$ cat src/hw/rtl/lbp_tile_histogram_assert.svh
// Assertion macros for the LBP tile histogram.
// Depends on nothing; included by files that carry concurrent checks.
`ifndef LBP_TILE_HISTOGRAM_ASSERT_SVH
`define LBP_TILE_HISTOGRAM_ASSERT_SVH
`ifndef SYNTHESIS
`define LBP_ASSERT(lbl, clk, rst_n, prop) \
  lbl: assert property (@(posedge clk) disable iff (!rst_n) prop) \
    else $error("lbp assertion failed");
`define LBP_ASSERT_NEVER(lbl, clk, rst_n, cond) \
  lbl: assert property (@(posedge clk) disable iff (!rst_n) !(cond)) \
    else $error("lbp forbidden condition seen");
`else
`define LBP_ASSERT(lbl, clk, rst_n, prop)
`define LBP_ASSERT_NEVER(lbl, clk, rst_n, cond)
`endif
`endif

$ cat src/hw/rtl/lbp_pkg.sv
// Shared constants and types for the LBP tile histogram.
// No dependencies; imported by the interfaces and all modules.
package lbp_pkg;

  localparam int unsigned OP_W        = 2;
  localparam int unsigned PIXEL_W     = 8;
  localparam int unsigned BIN_W       = 8;
  localparam int unsigned NUM_BINS    = 256;
  localparam int unsigned OUT_COUNT_W = 20;

  localparam int unsigned TILE_SIZE_DEF   = 20;
  localparam int unsigned COUNT_WIDTH_DEF = 20;

  localparam logic [OP_W-1:0] OP_PUSH  = 2'd0;
  localparam logic [OP_W-1:0] OP_READ  = 2'd1;
  localparam logic [OP_W-1:0] OP_CLEAR = 2'd2;

  // Pattern stage result, meaningful while that stage holds a pixel.
  typedef struct packed {
    logic [BIN_W-1:0] code;
    logic             border;
    logic             code_en;
  } pat_t;

endpackage

$ cat src/hw/rtl/lbp_pattern.sv
// Tile position, two-row line memory, 3x3 window and pattern code.
// Depends on lbp_pkg.
module lbp_pattern import lbp_pkg::*; #(
  parameter int unsigned TILE_SIZE = TILE_SIZE_DEF
) (
  input  logic               clk_i,
  input  logic               rst_ni,
  input  logic               adv_i,
  input  logic               push_i,
  input  logic               clear_i,
  input  logic [PIXEL_W-1:0] pixel_i,
  output pat_t               pat_o
);

  localparam int unsigned PosW = $clog2(TILE_SIZE);
  localparam int unsigned LineW = 2 * PIXEL_W;

  logic [PosW-1:0] row_q, row_d;
  logic [PosW-1:0] col_q, col_d;

  // Each entry holds the same column of the two previous rows: {older, newer}.
  logic [LineW-1:0] line_mem [TILE_SIZE];
  logic [LineW-1:0] line_rdata_q;

  logic               s1_push_q;
  logic [PIXEL_W-1:0] s1_px_q;
  logic [PosW-1:0]    s1_col_q;
  logic               s1_border_q;
  logic               s1_code_en_q;

  // Two most recent columns per row; index 1 is the newer one.
  logic [PIXEL_W-1:0] win_q [3][2];

  logic               at_border;
  logic               code_en;
  logic [PIXEL_W-1:0] older;
  logic [PIXEL_W-1:0] newer;
  logic [PIXEL_W-1:0] ctr;
  logic [BIN_W-1:0]   code;

  assign at_border = (row_q == '0) || (row_q == PosW'(TILE_SIZE - 1)) ||
                     (col_q == '0) || (col_q == PosW'(TILE_SIZE - 1));
  assign code_en   = (row_q >= PosW'(2)) && (col_q >= PosW'(2));

  always_comb begin
    row_d = row_q;
    col_d = col_q;
    if (clear_i) begin
      row_d = '0;
      col_d = '0;
    end else if (push_i) begin
      if (col_q == PosW'(TILE_SIZE - 1)) begin
        col_d = '0;
        row_d = (row_q == PosW'(TILE_SIZE - 1)) ? '0 : row_q + PosW'(1);
      end else begin
        col_d = col_q + PosW'(1);
      end
    end
  end

  always_ff @(posedge clk_i or negedge rst_ni) begin
    if (!rst_ni) begin
      row_q     <= '0;
      col_q     <= '0;
      s1_push_q <= 1'b0;
    end else begin
      row_q <= row_d;
      col_q <= col_d;
      if (adv_i) begin
        s1_push_q <= push_i;
      end
    end
  end

  always_ff @(posedge clk_i) begin
    if (push_i) begin
      s1_px_q      <= pixel_i;
      s1_col_q     <= col_q;
      s1_border_q  <= at_border;
      s1_code_en_q <= code_en;
    end
  end

  assign older = line_rdata_q[LineW-1:PIXEL_W];
  assign newer = line_rdata_q[PIXEL_W-1:0];
  assign ctr   = win_q[1][1];

  always_ff @(posedge clk_i) begin
    if (adv_i && s1_push_q) begin
      line_mem[s1_col_q] <= {newer, s1_px_q};
    end
    if (push_i) begin
      line_rdata_q <= line_mem[col_q];
    end
  end

  always_ff @(posedge clk_i or negedge rst_ni) begin
    if (!rst_ni) begin
      for (int k = 0; k < 3; k++) begin
        win_q[k][0] <= '0;
        win_q[k][1] <= '0;
      end
    end else if (adv_i && s1_push_q) begin
      for (int k = 0; k < 3; k++) begin
        win_q[k][0] <= win_q[k][1];
      end
      win_q[0][1] <= older;
      win_q[1][1] <= newer;
      win_q[2][1] <= s1_px_q;
    end
  end

  // Weights 128..1: above row, left, right, below row.
  assign code[7] = win_q[0][0] >= ctr;
  assign code[6] = win_q[0][1] >= ctr;
  assign code[5] = older       >= ctr;
  assign code[4] = win_q[1][0] >= ctr;
  assign code[3] = newer       >= ctr;
  assign code[2] = win_q[2][0] >= ctr;
  assign code[1] = win_q[2][1] >= ctr;
  assign code[0] = s1_px_q     >= ctr;

  assign pat_o.code    = code;
  assign pat_o.border  = s1_border_q;
  assign pat_o.code_en = s1_code_en_q;

endmodule

$ cat config.mk
export PLATFORM = sky130hd
export DESIGN_NAME = lbp_pattern
export DESIGN_NICKNAME = d
export VERILOG_FILES = /design/src/hw/rtl/lbp_tile_histogram_assert.svh /design/src/hw/rtl/lbp_pkg.sv /design/src/hw/rtl/lbp_pattern.sv
export SDC_FILE = /design/constraint.sdc
export NUM_CORES = 1
export LEC_CHECK = 0
export ABC_AREA = 1
export ABC_CLOCK_PERIOD_IN_PS = 5700
export BUFFER_PORTS_ARGS = -buffer_cell sky130_fd_sc_hd__buf_4
export CAP_MARGIN = 20
export CORE_ASPECT_RATIO = 1.5
export CORE_UTILIZATION = 35
export DETAILED_ROUTE_END_ITERATION = 12
export PLACE_DENSITY_LB_ADDON = 0.05
export RECOVER_POWER = 100
export SLEW_MARGIN = 40
export SYNTH_ARGS = -nofsm -noshare
export SYNTH_HDL_FRONTEND = slang
export SYNTH_SLANG_ARGS = --single-unit
export TNS_END_PERCENT = 1
$ cat constraint.sdc
create_clock -name clk_i -period 5.7 [get_ports clk_i]
set_input_delay 0.855 -clock clk_i [delete_from_list [all_inputs] [get_ports clk_i]]
set_output_delay 0.855 -clock clk_i [all_outputs]
set_load 0.02 [all_outputs]
Word-level counts from Yosys, hierarchy flattened
Memories as Yosys holds them, arrays and structs flattened. A register that Yosys moved wholly into a read port is not among the register bits.
Cells that the tools add are included.

storage, ports and cells
  flip-flop bits (word level) = 74
  RAM bits = 320
  bits of input ports = 13
  output and inout port bits = 10
  word-level logic and storage cells = 47
  memories kept = 1

memories
  name      depth  width  rd ports  clocked after Yosys merged registers in  write ports  line               source
  line_mem  20     16     1         1                                        1            lbp_pattern.sv:22  logic [LineW-1:0] line_mem [TILE_SIZE];

operators by class
  add/subtract/negate cells = 2
  $lt $le $gt $ge = 10
  equal/unequal tests = 2
  muxes and demuxes = 9
  reduce and logical (&&, ||, !) cells = 10

operator list
  cell                                                               number
  greater-or-equal comparator 8 bit                                  8
  2-to-1 mux 5 bit                                                   7
  adder 5 x 1 -> 5 bit, second input constant                        2
  equality test 5 bit, second input constant                         2
  greater-or-equal comparator 5 x 2 -> 1 bit, second input constant  2
  zero test 5 bit                                                    2
  nonzero test 2 bit                                                 2
  logical OR 1 bit                                                   3
  logical AND 1 bit                                                  2
  2-to-1 mux 1 bit                                                   2
  AND reduction 2 bit                                                1

Depth between registers and ports, before layout
Gate-level depths: netlist of the first run.

  depth in word-level cells = 5
  mapped depth = 11
  mapped depth without buffers = 8

Least setup slack after synthesis of the first run
Ideal clock, no wire load.

  path kind = input -> register
  from = in adv_i
  to = mem line_mem[0][0] (netlist bit) (enable)
  library setup time = 0.388 ns
  arrival time = 2.114 ns
  path slack = 3.198 ns
  stages on the path = 5
  buffers on the path = 1
  cell sequence = nand2_1 > inv_1 > buf_2 > nand3_1 > nor2_1

on the way
  word-level cells in the longest chain between the ends = 3

ends and longest elaborated chain
  item                                    line               source
  from (decl)                             lbp_pattern.sv:8   input logic adv_i,
  logical AND 1 bit                       lbp_pattern.sv:89  if (adv_i && s1_push_q) begin
  2-to-1 mux 1 bit                        lbp_pattern.sv:89
  2-to-1 mux 1 bit (not written as such)  lbp_pattern.sv:90  line_mem[s1_col_q] <= {newer, s1_px_q};
  to (decl)                               lbp_pattern.sv:22

No other way between the ends.

==> results.md, run 1 <==
* DR vias/cell at 4.77
* Synth Instances at 1725
* IO buf count at 22
* Fill cell count at 5227
* Total CTS buffers at 43
* Status: finished, violations left
* Die X at 189 µm
* Compound-gate portion of the synthesized area at 0.0427
* Final #Nets at 1830
* Vias in the first global route at 12095
* Post-CTS setup buffers at 0
* Maxcap violations at 29
* Initial Util at 0.355
* Drt total wl at 52.7 mm
* Sequential share of the synthesized area at 0.653
* Largest net degree at the start of global routing at 79
* Final Cycle Share at 0.761
* Clk_lat worst skew at 560 ps
* Final Total Pwr at 8.86 mW
* Yosys warning count at 0
* Combinational power share at 0.261
* Worst vdd ir at 202 µV
* Hold buffers post-CTS at 0
* Simple logic cell fraction of the synthesized area at 0.181
* Max Slew Vio Count at 617
* Routed wire per std cell at 21.5 µm
* Post-synth EDFFs at 351
* Vias at 11698
* Final std cells w/o fill at 2454
* CTS Sinks at 410
* First-pass GRT wire length at 78.6 mm
* Die area at 53500 µm²
* Clock power frac at 0.311
* Multiplexer share of the synthesized area at 0
* Final hold vios at 0
* Final core occ at 0.392
* P_sw at 3.04 mW
* Final ANT Viol Nets at 0
* DPL Wire Length at 33.1 mm
* Hold_ws at 278 ps
* Avg Cell Area, Syn at 10.7 µm²
* Reg clk slew, reported paths at 60 ps
* Sequential power share at 0.428
* Clock root buffer: clkbuf_16
* Unrepaired setup endpoints after global routing: false
* Ys async rst share at 0.144
* Final Critical Period at 4340 ps
* Worst min path class: input pin to asynchronous set/reset pin
* Largest family of logic cells by synthesized area: simple AND/OR/NAND/NOR gates
* Die Height at 283 µm
* R2R depth at 7
* Worst slew pin tran at 2480 ps
* Fraction of layout cells with a size suffix above 1 at 0.0467
* Final setup fails at 0
* Power per cell area at 437 nW/µm²
* CP Capture Type: output pin
* Synth Area in Adders at 0.0476
* # rows at 102
* Area Growth Syn to Fin at 10.3%
* Synth Flop Type: edfxtp_1
* Number of synthesized register bits at 410
* N_diodes at 0
* Core ar. at 51800 µm²
* Sw Share at 0.343
* Post-Syn Nets at 1808
* Kind of critical path: flip-flop to output pin
* Crit path DAT at 3480 ps
* Slew HR at -0.656
* Internal at 5.82 mW
* Starting DRT DRC Count at 653
* Global route overflow at 0
* DR DRC count at 0
* Distinct cells, synth at 33
* I/O pin cnt at 23
* Crit Path Max Fanout at 22
* Flop-to-flop setup slack at 1450 ps
* Final setup TNS at 0 ps
* Initial antenna violation count at 2
* Detailed Routing Iterations Pass 1 at 5
* GP Congestion at 0.781
* Critical Path RT at 4850 ps
* TritonCTS clock tree: yes
* Violated checks: max-capacitance violations, max-slew violations
* P_leak at 8.34 nW
* Post-synthesis xor/xnor area fraction at 0.00238
* Dpl cells at 2378
* CP Launch Type: flip-flop
* CTS resizes at 0
* CTS max path bufs at 3
* Clk_skew at 24.7 ps
* Synthesized cell area at 18400 µm²
* H-tree levels at 2
* Peak Freq at 0.230 GHz
* All-Layer GR Usage at 0.203
state kept, by name, summed over array words and instances, names as in the netlist:
register and count:
s1_push_q 1, ctr 8, line_mem 320, s1_border_q 1, line_rdata_q 16, col_q 5
row_q 5, s1_code_en_q 1, s1_col_q 5, s1_px_q 8, win_q 40
layer usage:
layer / share of wire / routed length (µm) / global-route usage / up-vias
li1: - / - / - / 5777
met2: 0.52 / 27200 / 0.364 / 199
met1: 0.41 / 21600 / 0.244 / 5645
met5: 0 / 0 / 0 / -
met3: 0.032 / 1710 / 0.0225 / 77
met4: 0.042 / 2240 / 0.0900 / 0
cells by family (layout without fill, tap and decap cells):
group	count (synthesis)	in the layout
AO/OA/AOI/OAI	151	151
XOR/XNOR	5	5
adder cells (fa/ha/maj)	70	70
buffers and inverters	289	342
flip-flops	410	410
AND/OR/NAND/NOR	800	800
cells in the final DEF, fill, tap and decap left out:
cell,netlist,layout
nand3_1,146,146
inv_6,0,1
o21ai_0,80,81
a31oi_1,1,1
nand4_1,19,19
nand2_1,456,456
clkinv_1,1,7
dfrtp_4,0,1
o31ai_1,1,1
xor2_1,5,5
nand3_2,1,1
nor2_2,2,2
inv_4,1,1
clkinvlp_4,0,3
buf_6,20,2
nor2_1,157,157
edfxtp_1,351,351
nor3_1,8,8
nand3_4,1,1
inv_2,1,1
clkbuf_1,15,49
nor2_8,1,1
inv_1,210,210
clkinv_2,0,6
buf_4,19,7
o21ai_1,17,17
a22oi_1,1,1
bufinv_16,0,4
clkbuf_4,0,8
o22ai_1,16,16
ha_1,70,70
clkbuf_16,0,43
a21oi_1,34,34
nor2_4,1,1
nand3b_1,8,8
dfrtp_1,59,58
through the flow:
| stage | worst slack, ps | area (µm²) |
|---|---|---|
| after floorplan | 3200 | 18400 |
| after global placement | 2460 | 19100 |
| after detailed placement | 2400 | 19200 |
| after CTS | 2330 | 20500 |
| after global routing | 1150 | 20300 |
| final | 1360 | 20300 |
critical path: stages (launching register included):
cell	delay, ps
edfxtp_1	320
clkbuf_1	1300
ha_1	370
inv_1	50
nor3_1	290
nand4_1	130
nand4_1	150
clkbuf_1	310
power by group through the flow:
| stage | registers [mW] | clock network, mW | logic (mW) |
|---|---|---|---|
| global placement | 3.85 | 0 | 2.40 |
| detailed placement | 3.85 | 0 | 2.43 |
| floorplan | 3.78 | 0 | 1.67 |
| CTS | 3.79 | 2.82 | 2.43 |
| global route | 3.82 | 2.91 | 2.64 |
| finish | 3.79 | 2.76 | 2.31 |
synth_stat cells, types with 2 or more instances:
library cell	count	area share
ha_1	70	0.048
buf_4	19	0.0078
nand3_1	146	0.040
nand2_1	456	0.093
clkbuf_1	15	0.0031
nand3b_1	8	0.0033
xor2_1	5	0.0024
nor3_1	8	0.0022
o21ai_0	80	0.022
a21oi_1	34	0.0093
nor2_2	2	0.00068
nor2_1	157	0.032
buf_6	20	0.012
nand4_1	19	0.0065
inv_1	210	0.043
o21ai_1	17	0.0046
edfxtp_1	351	0.57
buf_2	20	0.0054
dfrtp_1	59	0.080
o22ai_1	16	0.0054
area by class of cell:
cell class | count | area (µm²) | share of cell area
clock buffers | 56 | 1120 | 0.0554
clock inverters | 20 | 204 | 0.0101
inverters | 213 | 802 | 0.0395
multi-input cells | 1026 | 5020 | 0.248
flip-flops and latches | 410 | 12000 | 0.592
well taps | 676 | 846 | 0.0417
repair buffers | 53 | 270 | 0.0133
final timing paths:
kind / startpoint / to
worst max-delay path: line_rdata_q[7]$_DFFE_PP_ / pat_o[5]
worst min-delay path: rst_ni / win_q[9]$_DFFE_PN0P_
worst max register to register: col_q[1]$_DFFE_PN0P_ / line_rdata_q[1]$_DFFE_PP_
worst min register to register: win_q[8]$_DFFE_PN0P_ / win_q[8]$_DFFE_PN0P_
max in group asynchronous: rst_ni / col_q[0]$_DFFE_PN0P_
min in group clk_i: win_q[8]$_DFFE_PN0P_ / win_q[8]$_DFFE_PN0P_
(Power assumes the default switching activity.)
==> run 2: changes to the inputs <==
--- a/config.mk
+++ b/config.mk
@@ -5,8 +5,8 @@
 export SDC_FILE = /design/constraint.sdc
 export NUM_CORES = 1
 export LEC_CHECK = 0
-export ABC_AREA = 1
-export ABC_CLOCK_PERIOD_IN_PS = 5700
+export ABC_AREA = 0
+export ABC_CLOCK_PERIOD_IN_PS = 3800
 export BUFFER_PORTS_ARGS = -buffer_cell sky130_fd_sc_hd__buf_4
 export CAP_MARGIN = 20
 export CORE_ASPECT_RATIO = 1.5
==> constraint.sdc (replaced) <==
create_clock -name clk_i -period 3.8 [get_ports clk_i]
set_input_delay 0.57 -clock clk_i [delete_from_list [all_inputs] [get_ports clk_i]]
set_output_delay 0.57 -clock clk_i [all_outputs]
set_load 0.02 [all_outputs]
==> run 2 against run 1 <==
  * Global-route usage down 3.2 points
  * Setup slack worse by 950 ps
  * Power up 20%
  * Die area down 7.4%
  * Register-to-register slack worse by 1000 ps
  * Clock power up 45%
  * Utilization up 1.2 points
  * Count of clock-buffer cells in the layout down 2
  * Non-clock buffer count up 17
  * Hold slack worse by 290 ps
  * The flow finishes with violations (negative hold slack, max-capacitance violations, max-slew violations)
  * Via count down 26%
==> results.md, run 2 <==
* Final hold vios at 2 (+2)
* Routed wire per std cell at 24.5 µm (+14%)
* Largest reg by FF count: line_mem
* Die Height at 272 µm (-3.8%)
* Synth Flop Type: edfxtp_1
* Post-CTS setup buffers at 0 (unchanged)
* Worst vdd ir at 308 µV (+53%)
* Power per cell area at 551 nW/µm² (+26%)
* Clk_lat worst skew at 560 ps (about the same)
* Yosys warning count at 0 (unchanged)
* Most frequent cells in the layout: edfxtp_1, ha_1, mux2i_1
* Vias at 8697 (-26%)
* Clk_skew at 32.0 ps (+7.30 ps)
* Post-synth top area cell: edfxtp_1
* Post-Syn Nets at 1052 (-42%)
* CP max stage delay at 970 ps (-330 ps)
* CP Capture Type: flip-flop
* Die X at 182 µm (-3.8%)
* Reg clk slew, reported paths at 60 ps (about the same)
* Critical Path RT at 4000 ps (-850 ps)
* P_leak at 6.74 nW (-19%)
* CP Launch Type: flip-flop
* Placement Setup Slack at 1060 ps (-1340 ps)
* Worst slew pin tran at 1960 ps (-525 ps)
* Ranking of synthesized cells by area: edfxtp_1, dfrtp_1, ha_1
* DPL Wire Length at 26.3 mm (-21%)
* Critical-path cell list: clkbuf_1 -> mux4_2 -> a22o_1 -> nor4_1 -> a21oi_1
* CTS Sinks at 410 (unchanged)
* Crit path DAT at 3590 ps (+110 ps)
* Starting DRT DRC Count at 425 (-35%)
* Top-count cell post-synth: edfxtp_1
* Final setup fails at 0 (unchanged)
* DR vias/cell at 5.19 (+8.9%)
* Final Cycle Share at 0.893
* First-pass GRT wire length at 61.9 mm (-21%)
* Post-synth EDFFs at 351 (unchanged)
* CTS resizes at 0 (unchanged)
* GP Congestion at 0.723 (-7.5%)
* Kind of critical path: flip-flop to flip-flop
* Detailed Routing Iterations Pass 1 at 4 (-1)
* Commonest cells in the netlist: edfxtp_1, ha_1, mux2i_1
* H-tree levels at 2 (unchanged)
* Final core occ at 0.403 (+0.0116)
* All-Layer GR Usage at 0.171 (-0.0315)
* Area Growth Syn to Fin at 13.3%
* DR DRC count at 0 (unchanged)
* Initial Util at 0.356 (+0.00104)
* Total CTS buffers at 43 (unchanged)
* Max Slew Vio Count at 34 (-94%)
* Core ar. at 47800 µm² (-7.7%)
* Die area at 49500 µm² (-7.4%)
* Avg Cell Area, Syn at 17.6 µm² (+65%)
* Final setup TNS at 0 ps (unchanged)
* Synthesized cell area at 17000 µm² (-7.4%)
* Vias in the first global route at 9261 (-23%)
* Violated checks: negative hold slack, max-capacitance violations, max-slew violations
* CTS max path bufs at 3 (unchanged)
* Max FFs per register at 320 (unchanged)
* Status: finished, violations left
* Fin worst setup slack at 408 ps (-954 ps)
* Drt total wl at 41.0 mm (-22%)
* Final Critical Period at 3390 ps
* Clock root buffer: clkbuf_16
* Largest net degree at the start of global routing at 61 (-23%)
* TritonCTS clock tree: yes
* I/O pin cnt at 23 (unchanged)
* Maxcap violations at 1 (-97%)
* Global route overflow at 0 (unchanged)
* IO buf count at 22 (unchanged)
* Top-area cell type share of the netlist area at 0.619 (+0.0460)
* Fill cell count at 4395 (-16%)
* Hold_ws at -13.9 ps (-291 ps)
* Number of synthesized register bits at 410 (unchanged)
* Initial antenna violation count at 1 (-1)
* Final Cell Area at 19300 µm² (-5.0%)
* Most common cell after layout, fill and taps aside: edfxtp_1
* Worst min path class: input pin to asynchronous set/reset pin
* Sequential share of the synthesized area at 0.706 (+0.0525)
* Max stage delay cell, worst path: clkbuf_1
* Unrepaired setup endpoints after global routing: false
* Final #Nets at 1125 (-39%)
* Peak Freq at 0.295 GHz
* Ys async rst share at 0.144 (unchanged)
* Hold buffers post-CTS at 0 (unchanged)
* Crit Path Max Fanout at 24 (+9.1%)
* Top flop regs: line_mem x320, win_q x40, line_rdata_q x16
* Final ANT Viol Nets at 0 (unchanged)
* Dpl cell area at 18100 µm² (-5.8%)
* Synth Instances at 969 (-44%)
* Fraction of layout cells with a size suffix above 1 at 0.176 (+0.129)
* # rows at 98 (-3.9%)
* Slew HR at -0.306 (+0.350)
* Distinct cells, synth at 44 (+33%)
* Buf/Inv on CP at 1 (-2)
* Final Total Pwr at 10.6 mW (+20%)
* N_diodes at 0 (unchanged)
* Delay-heaviest family, CP: buffers and inverters
## run 2: cell count changes after synthesis, sizes merged, moves of 24 or more
cell   change
buf       -38
inv      -175
nor2     -129
nand3    -139
a21o      +24
mux2      +40
nand2    -436
o21ai     -70
mux2i     +65
mux4      +48
## run 2: layer usage
| metal | global-route usage | vias to the layer above | part of all wire |
|---|---|---|---|
| met5 | 0 | - | 0.00024 |
| met1 | 0.209 | 4523 | 0.42 |
| met3 | 0.0253 | 43 | 0.031 |
| met4 | 0.0453 | 2 | 0.017 |
| met2 | 0.313 | 113 | 0.53 |
| li1 | - | 4016 | - |
## run 2: path summary, 6_finish.rpt
path | cells after the start | to | from | slack (ps)
worst min register to register | 2 | win_q[40]$_DFFE_PN0P_ | win_q[40]$_DFFE_PN0P_ | 480
max in group asynchronous | 1 | col_q[1]$_DFFE_PN0P_ | rst_ni | 3240
worst max register to register | 5 | line_rdata_q[14]$_DFFE_PP_ | col_q[0]$_DFFE_PN0P_ | 410
worst min-delay path | 1 | win_q[8]$_DFFE_PN0P_ | rst_ni | -10
worst max-delay path | 5 | line_rdata_q[14]$_DFFE_PP_ | col_q[0]$_DFFE_PN0P_ | 410
min in group clk_i | 1 | s1_px_q[3]$_DFFE_PP_ | pixel_i[3] | 210
## run 2: power by group
| part | internal (mW) | switching, mW | leakage, nW |
|---|---|---|---|
| sequential | 5.12 | 0.180 | 3.90 |
| clock | 2.26 | 1.74 | 0.634 |
| combinational | 0.578 | 0.732 | 2.20 |
## run 2: layout make-up
cell class / instances / area (µm²) / area share
Timing Repair Buffer: 70 / 377 / 0.0195
Tap cell: 600 / 751 / 0.0389
Multi-Input combinational cell: 480 / 4670 / 0.242
Inverter: 37 / 139 / 0.00720
Clock buffer: 54 / 1140 / 0.0591
Clock inverter: 25 / 185 / 0.00960
Sequential cell: 410 / 12000 / 0.624
## run 2: cells by family (layout without fill, tap and decap cells)
logic type	count (synthesis)	count (layout)	share of synthesized area
xor+xnor	2	2	0.00103
simple gates	103	103	0.0303
fa+ha+maj	70	70	0.0515
buf+inv	79	186	0.0230
compound gates	152	152	0.0579
flops	410	410	0.706
mux	153	153	0.130
## run 2: through the flow
stage / instances / hold slack, ps
after floorplan: 969 / 274
after detailed placement: 1593 / 472
after global routing: 1676 / 42.0
after global placement: 1589 / 466
after CTS: 1672 / 22.1
final: 1676 / -13.9
